===== src/tvfs_pkg.sv =====
`default_nettype none
package tvfs_pkg;

    localparam int GRID_DIM_DEF = 32;

    localparam int CMD_W   = 1;
    localparam int CELL_W  = 5;
    localparam int VEC_W   = 16;
    localparam int POS_W   = 18;
    localparam int DIM_W   = 6;
    localparam int WGT_W   = 16;
    localparam int CFG_IDX_W = 2;
    localparam int ENTRY_W = 3 * VEC_W;

    localparam logic [CMD_W-1:0] CMD_WRITE  = 1'b0;
    localparam logic [CMD_W-1:0] CMD_SAMPLE = 1'b1;

    localparam logic [CFG_IDX_W-1:0] CFG_DIM_X = 2'd0;
    localparam logic [CFG_IDX_W-1:0] CFG_DIM_Y = 2'd1;
    localparam logic [CFG_IDX_W-1:0] CFG_DIM_Z = 2'd2;

    localparam logic [DIM_W-1:0] DIM_RESET = 6'd2;
    localparam logic [16:0]      POS_ONE   = 17'h10000;

    // a + (b - a) * w / 2^16, rounded half up
    function automatic logic signed [VEC_W-1:0] lerp(
        input logic signed [VEC_W-1:0] a,
        input logic signed [VEC_W-1:0] b,
        input logic [WGT_W-1:0] w
    );
        logic signed [VEC_W:0]   d;
        logic signed [VEC_W+WGT_W+1:0] t;
        logic signed [VEC_W:0]   q;
        logic signed [VEC_W:0]   r;
        d = {b[VEC_W-1], b} - {a[VEC_W-1], a};
        t = d * $signed({1'b0, w});
        t = t + (VEC_W+WGT_W+2)'(32768);
        q = t[VEC_W+WGT_W:WGT_W];
        r = {a[VEC_W-1], a} + q;
        return r[VEC_W-1:0];
    endfunction

endpackage
`default_nettype wire


===== src/tvfs_axis.sv =====
`default_nettype none
module tvfs_axis #(
    parameter int GRID_DIM = tvfs_pkg::GRID_DIM_DEF,
    localparam int CW = $clog2(GRID_DIM)
) (
    input  wire logic signed [tvfs_pkg::POS_W-1:0] pos,
    input  wire logic [tvfs_pkg::DIM_W-1:0]        dim,
    output logic [CW-1:0]                          lo,
    output logic [CW-1:0]                          hi,
    output logic [tvfs_pkg::WGT_W-1:0]             wgt
);
    logic [7:0]     deff;
    logic [CW-1:0]  maxi;
    logic [16:0]    p;
    logic [16+CW:0] scaled;
    logic [CW:0]    ip;

    always_comb
    begin
        priority if (dim < 6'd2)
            deff = 8'd2;
        else if ({2'b00, dim} > 8'(GRID_DIM))
            deff = 8'(GRID_DIM);
        else
            deff = {2'b00, dim};
        maxi = CW'(deff - 8'd1);

        priority if (pos[tvfs_pkg::POS_W-1])
            p = '0;
        else if (pos > $signed({1'b0, tvfs_pkg::POS_ONE}))
            p = tvfs_pkg::POS_ONE;
        else
            p = pos[16:0];

        scaled = (17+CW)'(p) * (17+CW)'(maxi);
        ip     = scaled[16+CW:16];
        lo     = (ip > {1'b0, maxi}) ? maxi : ip[CW-1:0];
        hi     = (lo == maxi) ? maxi : lo + CW'(1);
        wgt    = scaled[15:0];
    end
endmodule
`default_nettype wire


===== config.mk =====
export PLATFORM = sky130hd
export DESIGN_NAME = tvfs_axis
export DESIGN_NICKNAME = d
export VERILOG_FILES = /design/src/tvfs_pkg.sv /design/src/tvfs_axis.sv
export SDC_FILE = /design/constraint.sdc
export NUM_CORES = 1
export LEC_CHECK = 0
export ABC_AREA = 1
export BUFFER_PORTS_ARGS = -buffer_cell sky130_fd_sc_hd__buf_2
export CORE_MARGIN = 3
export CORE_UTILIZATION = 40
export DETAILED_ROUTE_END_ITERATION = 16
export GPL_TIMING_DRIVEN = 0
export MAX_ROUTING_LAYER = met4
export PLACE_DENSITY = 0.62
export SLEW_MARGIN = 20
export SYNTH_ARGS = -nofsm -noshare
export SYNTH_HDL_FRONTEND = slang
export SYNTH_SLANG_ARGS = --single-unit
export TNS_END_PERCENT = 50

===== constraint.sdc =====
create_clock -name vclk -period 13.4
set_clock_uncertainty 0.2 [all_clocks]
set_input_delay 2.01 -clock vclk [all_inputs]
set_output_delay 2.01 -clock vclk [all_outputs]
set_load 0.05 [all_outputs]

## Yosys cells after proc, flatten, opt, wreduce, memory -nomap -nowiden

Cells that the tools add are included.

| word-level totals | value |
|---|---|
| bits in registers | 0 |

| cells by class | value |
|---|---|
| $mul | 1 |
| magnitude comparators | 4 |
| multiplexer cells | 6 |
| equality and inequality tests | 1 |
| add/sub/neg operators | 2 |

Operator list:

| kind | count |
|---|---|
| 2-to-1 mux 17 bit | 2 |
| multiplier 17 x 5 -> 22 bit | 1 |
| 2-to-1 mux 5 bit | 4 |
| greater-than comparator 18 bit (second input constant) | 1 |
| greater-than comparator 6 x 5 -> 1 bit | 1 |
| greater-than comparator 6 bit (second input constant) | 1 |
| < comparator 6 x 2 -> 1 bit (second input constant) | 1 |
| adder 5 x 1 -> 5 bit (second input constant) | 1 |
| equality test 5 bit | 1 |
| subtractor 5 x 1 -> 5 bit (second input constant) | 1 |

## Depth between registers and ports, before layout

Gate-level depths: netlist of the first run.

| depth | value |
|---|---|
| depth after elaboration | 9 |
| mapped depth | 45 |
| mapped depth without buffers | 45 |

## Least setup slack after synthesis of the first run

Ideal clock, no wire load.

| path | value |
|---|---|
| path kind | in2out |
| start | input port dim[3] in the netlist's numbering |
| end | output port hi[2] |
| stages | 39 |
| path buffers | 2 |
| required time | 11.190 ns |
| path slack | 2.886 ns |
| arrival time | 8.304 ns |
| cells stage by stage | nor2_1 nand3_2 nand3_4 inv_4 nor2_4 inv_2 nor2_4 nand2_1 nand2_1 clkbuf_1 nor2_1 fa_1 fa_1 inv_1 fa_1 inv_1 ha_1 nand2_1 (+3 left out) nand3_1 nand3_1 nand2_1 nand2_1 inv_1 ha_1 nand2_1 inv_1 o21ai_0 o211ai_1 o21ai_1 nand3_4 buf_8 o21ai_2 nand2_1 xor2_1 nand2_1 nand2_1 |

| on the way | value |
|---|---|
| word-level cells in the longest chain between the ends | 9 |
| elaborated cells between the ends (all ways) | 11 |
| those cells by class | 2 x add/sub; 1 x mul; 3 x order compare; 1 x eq/ne; 4 x mux |

Ends and longest elaborated chain:

| item | line | source |
|---|---|---|
| start, declared | tvfs_axis.sv:7 | `input wire logic [tvfs_pkg::DIM_W-1:0] dim,` |
| greater-than comparator 6 bit | tvfs_axis.sv:22 | `else if ({2'b00, dim} > 8'(GRID_DIM))` |
| 2-to-1 mux 5 bit | tvfs_axis.sv:22 |  |
| 2-to-1 mux 5 bit * | tvfs_axis.sv:20 | `priority if (dim < 6'd2)` |
| subtractor 5 x 1 -> 5 bit * | tvfs_axis.sv:26 | `maxi = CW'(deff - 8'd1);` |
| multiplier 17 x 5 -> 22 bit | tvfs_axis.sv:35 | `scaled = (17+CW)'(p) * (17+CW)'(maxi);` |
| greater-than comparator 6 x 5 -> 1 bit | tvfs_axis.sv:37 | `lo = (ip > {1'b0, maxi}) ? maxi : ip[CW-1:0];` |
| 2-to-1 mux 5 bit * | tvfs_axis.sv:37 |  |
| named net lo[1] | tvfs_axis.sv:8 | `output logic [CW-1:0] lo,` |
| adder 5 x 1 -> 5 bit / equality test 5 bit (equally long branches) | tvfs_axis.sv:38 | `hi = (lo == maxi) ? maxi : lo + CW'(1);` |
| 2-to-1 mux 5 bit * | tvfs_axis.sv:38 |  |
| end, declared | tvfs_axis.sv:9 | `output logic [CW-1:0] hi,` |

Mark *: on every way through the listed nets, which the timed path passes. The rest lies on a longest branch.

## Worst setup path after layout of the first run

| path | value |
|---|---|
| start | input port dim[4] in the netlist's numbering |
| end | output port hi[2] |

| on the way | value |
|---|---|
| word-level cells in the longest chain between the ends | 9 |
| elaborated cells between the ends (all ways) | 11 |
| those cells by class | 2 x add/sub; 1 x mul; 3 x order compare; 1 x eq/ne; 4 x mux |

Ends and longest elaborated chain:

| item | line |
|---|---|
| greater-than comparator 6 bit | tvfs_axis.sv:22 |
| 2-to-1 mux 5 bit | tvfs_axis.sv:22 |
| 2-to-1 mux 5 bit * | tvfs_axis.sv:20 |
| subtractor 5 x 1 -> 5 bit * | tvfs_axis.sv:26 |
| multiplier 17 x 5 -> 22 bit | tvfs_axis.sv:35 |
| greater-than comparator 6 x 5 -> 1 bit | tvfs_axis.sv:37 |
| 2-to-1 mux 5 bit | tvfs_axis.sv:37 |
| adder 5 x 1 -> 5 bit / equality test 5 bit (equally long branches) | tvfs_axis.sv:38 |
| 2-to-1 mux 5 bit * | tvfs_axis.sv:38 |

Mark *: on every way between the ends. The rest lies on a longest branch, timed or not.

==> flow_summary.yaml, run 1 <==
outcome:
  outcome: "complete, no violations"
sta:
  tightest_slew_ns: 0.634
  worst_slack_ns: 2.10
  finalCriticalPeriod_ns: 11.30
  tns_ns: 0
  period_share_pct: 84.3
  maxSlewViolCount: 0
  maxSlewHeadroom_pct: 57.7
  hold_viol: 0
  setup_viol: 0
  timing.fmax_ghz: 0.0885
  rsz0062_at_grt: "false"
worst_setup_path:
  critPathSlowestCell: "fa_1"
  start_kind: "input pin"
  max_stage_delay_ns: 0.55
  cp_num_buf_inv: 10
  cp-end-kind: "output port"
  crit_top_cell: "nand2_1"
  crit_type: "in -> out"
  worstPathRequired_ns: 11.19
  worstPathArrival_ns: 9.09
  path_max_fanout: 10
  cpLargestDelayFamily: "simple AND/OR/NAND/NOR gates"
synthesis:
  synthXorXnorAreaFrac_pct: 3.04
  synth_top_family_by_area: "simple AND/OR/NAND/NOR gates"
  synth.distinct_cells: 39
  yosys_warnings: 0
  syn_avg_cell_area_um2: 6.25
  synth_nets: 703
  synthAdderAreaFrac_pct: 35.8
  synth_compound_area_share_pct: 5.85
  synth.area.top_cells: "fa_1 24%, nand2_1 16%, inv_1 13%"
  muxShareOfSynthArea_pct: 0
  synth_top_area_share_pct: 24.1
  synth_area_leader_cell: "fa_1"
  synthSimpleGateAreaFrac_pct: 40.5
  synthCells: 599
  netlist_area_um2: 3740
  ys_seq_area_share_pct: 0
routing:
  totalWireLength_um: 10200
  ant_nets: 0
  drt_iter0_markers: 205
  drt_pass1_iterations: 5
  via_per_inst: 5.07
  wl_per_cell_um: 13.5
  remaining_drc_errors: 0
  vias: 3836
layout:
  antennaDiodeCount: 0
  drive_gt1_share_pct: 15.1
  fin_nets: 755
  synthToLayoutAreaGrowth_pct: 10.3
  regArea_um2: 0
  nFlopsAndLatches: 0
  clockBufferCount: 0
  post-route-util_pct: 46.5
  fin_cells: 757
global_routing:
  antenna_found_initial: 0
  grt_first_pass_wirelength_um: 16300
  use_met1_pct: 26.3
  grt_use_met3_pct: 1.08
  grt_pass1_vias: 3439
  grt_use_total_pct: 19.7
  grtUsageMet2_pct: 32.9
  grt.busiest_layer: "met2"
  grt_max_degree: 11
  overflow: 0
floorplanning:
  initial_utilization_pct: 42.1
  io_pins: 50
  core_area_um2: 8890
  die_h_um: 103
  die_w_um: 103
  dieArea_um2: 10600
  num_rows: 34
clocking:
  cts_resized: 0
  cts_setup_buffers: 0
  hold_buffers: 0
pwr:
  ir_drop_mv: 0.0639
  power_density_nw_per_um2: 101
  leakagePower_uw: 0.00251
place:
  dp_cells: 757
  gp_congestion: 0.943
  post-dp-hpwl_um: 9100
  numPortBuffers: 50
  pre_cts_slack_ns: 2.16
flow_run:
  drv_cap: 0
worst_hold_path:
  hold_path.class: "in -> out"
kinds of logic after synthesis:
logic type,count (synthesis)
xor gates and xnor gates,13
and+or+nand+nor,326
AOI/OAI and AO/OA,35
adders and majority gates,80
buffers and inverters,145
final cells by class:
cell class	instances	area [um^2]
tap	108	135
fill	948	4760
timing repair buffer	50	250
inverter	138	520
multi-input combinational	454	3190
buffer	7	37.5
power breakdown:
part / total (uW) / switching [uW] / leakage (uW) / internal, uW
Combinational: 419 / 306 / 0.00251 / 113
Clock: 0 / 0 / 0 / 0
Sequential: 0 / 0 / 0 / 0
cell usage in the layout, fill, tap and decap left out, types with 4 or more instances in the layout:
cell type	Yosys	routed
fa_1	45	45
nand2_2	7	7
nor2_1	83	83
nor4_1	4	4
xnor2_1	5	5
inv_1	125	125
o21ai_0	5	5
nand3_2	4	4
inv_2	10	10
ha_1	35	35
buf_2	0	50
nor2_4	9	9
nand2_4	4	4
xor2_1	8	8
nand2_1	158	158
clkbuf_1	4	4
nand4_1	8	8
nand3_1	36	36
a21oi_1	19	19
Yosys cell counts, drive strengths merged:
cell type,number
o211ai,1
o21ai,8
and2,2
o21bai,2
fa,45
clkbuf,4
and3,2
nand3b,2
nor2,94
xnor2,5
nand4,9
or2,1
ha,35
a31oi,1
buf,3
inv,136
nor3,1
nor4,4
nand2,169
nand3,42
a21oi,22
clkinv,2
xor2,8
o22ai,1
path summary, 6_finish.rpt:
check / cells past startpoint / endpoint / from / slack (ns)
worst max-delay path: 42 / hi[2] / dim[4] / 2.10
worst min-delay path: 4 / wgt[0] / pos[0] / 4.35
metal layers:
layer | share of wire, % | routed length (um)
met1 | 43 | 4350
met2 | 50 | 5050
met3 | 5.1 | 517
met4 | 2.7 | 275
met5 | 0 | 0
metrics by stage:
stage	cell area, um^2	hold slack (ns)	total power, uW
floorplan	3740	4.12	330
global placement	4130	4.35	416
detailed placement	4130	4.35	419
CTS	4130	4.35	421
global route	4130	4.40	459
finish	4130	4.35	419
(Power assumes the default switching activity.)
==> run 2, diff against run 1 <==
PLACE_DENSITY = 0.64   (was 0.62)
clock period = 10.1 ns   (was 13.4 ns; I/O delays follow)
==> run 2 against run 1 <==
  * Cell count up 0.92%
  * Via count down 0.39%
  * Core utilization up 1.7 points
  * First-iteration DRC count down 0.49%
  * Total power up 38%
  * Combinational power up 38%
  * Non-clock buffer count up 7
  * Largest power group unchanged
==> flow_summary.yaml, run 2 (synthesized netlist as in run 1, its figures left out) <==
floorplanning:
  dieArea_um2: 10600
  core_area_um2: 8890
  initial_utilization_pct: 42.1
  io_pins: 50
  num_rows: 34
  die_h_um: 103
  die_w_um: 103
layout:
  synthToLayoutAreaGrowth_pct: 14.3
  fin_cells: 764
  antennaDiodeCount: 0
  regArea_um2: 0
  nFlopsAndLatches: 0
  n_fill_cell: 945
  fin_nets: 762
  clockBufferCount: 0
  drive_gt1_share_pct: 18.6
  final_cell_mix: "155 x nand2_1, 125 x inv_1, 82 x nor2_1, 46 x buf_2, 45 x fa_1"
  design_area_um2: 4280
  layout_commonest_cell: "nand2_1"
routing:
  totalWireLength_um: 10500
  wl_met2_um: 5530
  via_per_inst: 5.00
  top_layer: "met4"
  vias: 3821
  ant_nets: 0
  route.met3.wl_um: 387
  wl_met1_um: 4520
  wl_per_cell_um: 13.8
  remaining_drc_errors: 0
  drt_pass1_iterations: 5
  drt_iter0_markers: 204
place:
  gp_congestion: 0.899
  dp_cells: 757
  dpl_cell_area_um2: 4130
  post-dp-hpwl_um: 9200
  numPortBuffers: 50
pwr:
  leakagePower_uw: 0.00256
  internal_power_uw: 165
  swShare_pct: 71.4
  clockPowerShare_pct: 0
  total_switching_power_uw: 412
  p_seq_share_pct: 0
  ir_drop_mv: 0.0877
  pwr-share-comb_pct: 100.0
  power_density_nw_per_um2: 135
global_routing:
  overflow: 0
  grt_use_total_pct: 20.4
  grt_pass1_vias: 3517
  grt_max_degree: 11
  grt_first_pass_wirelength_um: 16900
  antenna_found_initial: 0
worst_setup_path:
  startpoint: "dim[4]"
  cpLargestDelayFamily: "simple AND/OR/NAND/NOR gates"
  max_stage_delay_ns: 0.56
  path_max_fanout: 10
  crit_end: "hi[0]"
  worstPathArrival_ns: 7.99
  cp-end-kind: "output port"
  cp_num_buf_inv: 11
  crit_cells: 40
  critPathSlowestCell: "fa_1"
  worstPathRequired_ns: 8.39
  crit_type: "in -> out"
  start_kind: "input pin"
sta:
  hold_viol: 0
  maxSlewHeadroom_pct: 58.5
  setup_viol: 0
  tightest_slew_ns: 0.623
  period_share_pct: 96.1
  maxSlewViolCount: 0
  tns_ns: 0
  timing.fmax_ghz: 0.103
  finalCriticalPeriod_ns: 9.71
outcome:
  outcome: "complete, no violations"
flow_run:
  drv_cap: 0
worst_hold_path:
  hold_path.class: "in -> out"
-- run 2: changes by cell type in the layout (fill, tap and decap cells not counted), moves of 4 or more --
cell      change
clkbuf_4      +4
nor4_1        -4
buf_2         -4
buf_4        +11
-- run 2: worst min path at each step --
stage | start | to | slack [ns] | depth (start not counted)
after global placement | pos[0] | wgt[0] | 3.33 | 4
after CTS | pos[0] | wgt[0] | 3.35 | 4
after global routing | pos[0] | wgt[0] | 3.37 | 4
after floorplan | pos[0] | wgt[0] | 3.13 | 2
final | pos[0] | wgt[0] | 3.35 | 4
after detailed placement | pos[0] | wgt[0] | 3.35 | 4
-- run 2: final cells by class --
cell class | instances | area [um^2] | share of cell area, %
buffer | 7 | 50.0 | 1.17
inverter | 138 | 527 | 12.3
multi-input combinational | 454 | 3250 | 76.0
tap | 108 | 135 | 3.16
timing repair buffer | 57 | 315 | 7.36
-- run 2: stage by stage --
| step | setup slack (ns) | utilization (%) | power [uW] | hold WS [ns] |
|---|---|---|---|---|
| 2_1_floorplan | 0.576 | - | 438 | 3.13 |
| 3_3_place_gp | -0.0301 | 46.5 | 551 | 3.33 |
| 3_5_place_dp | -0.103 | 46.5 | 555 | 3.35 |
| 4_1_cts | 0.0388 | 46.6 | 559 | 3.35 |
| 5_1_grt | -0.0301 | 48.2 | 632 | 3.37 |
| 6_report | 0.395 | 48.2 | 578 | 3.35 |
-- run 2: power groups by stage --
stage | logic (uW) | registers, uW | clock network, uW
after floorplan | 438 | 0 | 0
after global placement | 551 | 0 | 0
after detailed placement | 555 | 0 | 0
after CTS | 559 | 0 | 0
after global routing | 632 | 0 | 0
final | 578 | 0 | 0
-- run 2: layer usage --
layer  track usage (%)  vias up
met2              36.4       76
met4              1.99        0
met1              26.9     1814
met3             0.609        4
met5                 -        -
li1                  -     1927
-- run 2: repair_timing --
item	in CTS	in global routing
endpoints found under the setup margin	5	10
hold buffers	0	0
pin swaps	0	6
buffers inserted	0	7
gates resized for setup	4	33
endpoints found under the hold margin	0	0
==> run 3, diff against run 2 <==
BUFFER_PORTS_ARGS = -buffer_cell sky130_fd_sc_hd__buf_4   (was -buffer_cell sky130_fd_sc_hd__buf_2)
==> run 3 against run 2 <==
  * Critical endpoint is now hi[2]
  * First-iteration DRC count down 23%
  * Routed wire length down 1.8%
  * Core utilization up 0.73 points
  * Fmax up 0.48%
  * Worst hold slack worse by 0.027 ns
==> flow_summary.yaml, run 3 (synthesized netlist as in run 1, its figures left out) <==
outcome:
  outcome: "complete, no violations"
layout:
  clockBufferCount: 0
  fin_nets: 761
  synthToLayoutAreaGrowth_pct: 16.1
  post-route-util_pct: 48.9
  final_cell_mix: "156 x nand2_1, 125 x inv_1, 82 x nor2_1, 56 x buf_4, 45 x fa_1"
  drive_gt1_share_pct: 18.2
  layout_commonest_cell: "nand2_1"
  antennaDiodeCount: 0
  nFlopsAndLatches: 0
  design_area_um2: 4350
  regArea_um2: 0
worst_setup_path:
  cpLargestDelayFamily: "simple AND/OR/NAND/NOR gates"
  start_kind: "input pin"
  critPathSlowestCell: "fa_1"
  worstPathRequired_ns: 8.39
  max_stage_delay_ns: 0.56
  crit_top_cell: "nand2_1"
  path_max_fanout: 10
  cp-end-kind: "output port"
  worstPathArrival_ns: 7.94
  cp_num_buf_inv: 12
  crit_type: "in -> out"
routing:
  wl_per_cell_um: 13.5
  drt_iter0_markers: 157
  totalWireLength_um: 10300
  remaining_drc_errors: 0
  ant_nets: 0
  drt_pass1_iterations: 5
  via_per_inst: 5.06
  vias: 3860
sta:
  maxSlewViolCount: 0
  timing.fmax_ghz: 0.104
  rsz0062_at_grt: "true"
  tightest_slew_ns: 0.615
  maxSlewHeadroom_pct: 59.0
  tns_ns: 0
  hold_viol: 0
  finalHoldWorstSlack_ns: 3.32
  finalCriticalPeriod_ns: 9.66
  period_share_pct: 95.6
  setup_viol: 0
global_routing:
  grt_pass1_vias: 3599
  grt_max_degree: 11
  overflow: 0
  grt_first_pass_wirelength_um: 16700
  antenna_found_initial: 0
  grt_use_total_pct: 20.0
worst_hold_path:
  hold_path.class: "in -> out"
pwr:
  clockPowerShare_pct: 0
  ir_drop_mv: 0.0890
  pwr-share-comb_pct: 100.0
  leakagePower_uw: 0.00258
  total_switching_power_uw: 409
  power_density_nw_per_um2: 137
  p_seq_share_pct: 0
  swShare_pct: 68.8
  internal_power_uw: 186
  power.total_uw: 594
floorplanning:
  die_w_um: 103
  dieArea_um2: 10600
  num_rows: 34
  die_h_um: 103
  core_area_um2: 8890
  io_pins: 50
  initial_utilization_pct: 42.1
place:
  numPortBuffers: 50
  dpl_cell_area_um2: 4260
  gp_congestion: 0.907
  post-dp-hpwl_um: 9130
flow_run:
  drv_cap: 0
==> run 3: cell types whose count changed in the layout (fill, tap and decap cells not counted), moves of 2 or more <==
| cell | before | now |
|---|---|---|
| ha_1 | 33 | 31 |
| clkbuf_4 | 4 | 2 |
| nor4_1 | 0 | 3 |
| buf_4 | 11 | 56 |
| clkbuf_2 | 0 | 2 |
| buf_2 | 46 | 0 |
| ha_2 | 2 | 4 |
| nor4_2 | 3 | 1 |
==> run 3: final cells by class <==
cell class                      instances  area, um^2
Fill cell                             933        4540
Multi-Input combinational cell        454        3220
Inverter                              138         524
Timing Repair Buffer                   56         420
Tap cell                              108         135
Buffer                                  7        47.5
==> run 3: through the flow <==
stage	setup WS (ns)	std cells
after global placement	0.0228	757
after global routing	-0.0110	763
after CTS	0.0279	757
after detailed placement	-0.0761	757
after floorplan	0.576	599
final	0.441	763
==> run 3: tightest hold or removal path, cell delays in order <==
cell and delay [ns]:
buf_4 0.12, nand2_1 0.13, nor2_1 0.06, buf_4 0.18
==> run 3: path summary, 6_finish.rpt <==
kind              depth (start not counted)  startpoint  endpoint  slack (ns)
setup / recovery                         42      dim[3]     hi[2]        0.44
hold / removal                            4      pos[0]    wgt[0]        3.32
==> run 3: repair_timing <==
action                     CTS  global route
setup endpoints to repair    5            10
resized for setup            3            19
gates cloned                 0             0
setup buffers                0             6
pin swaps                    0             4
hold buffers                 0             0
==> run 3: per-layer routing <==
layer	track usage, %	vias to the layer above	routed length [um]
li1	-	1926	-
met3	1.01	12	502
met4	3.19	0	172
met2	34.5	107	5190
met1	26.7	1815	4470
met5	-	-	0
==> run 3: power by group through the flow <==
| stage | combinational, uW | clock, uW | sequential (uW) |
|---|---|---|---|
| final | 594 | 0 | 0 |
| after global routing | 648 | 0 | 0 |
| after global placement | 582 | 0 | 0 |
| after detailed placement | 586 | 0 | 0 |
| after floorplan | 438 | 0 | 0 |
| after CTS | 589 | 0 | 0 |
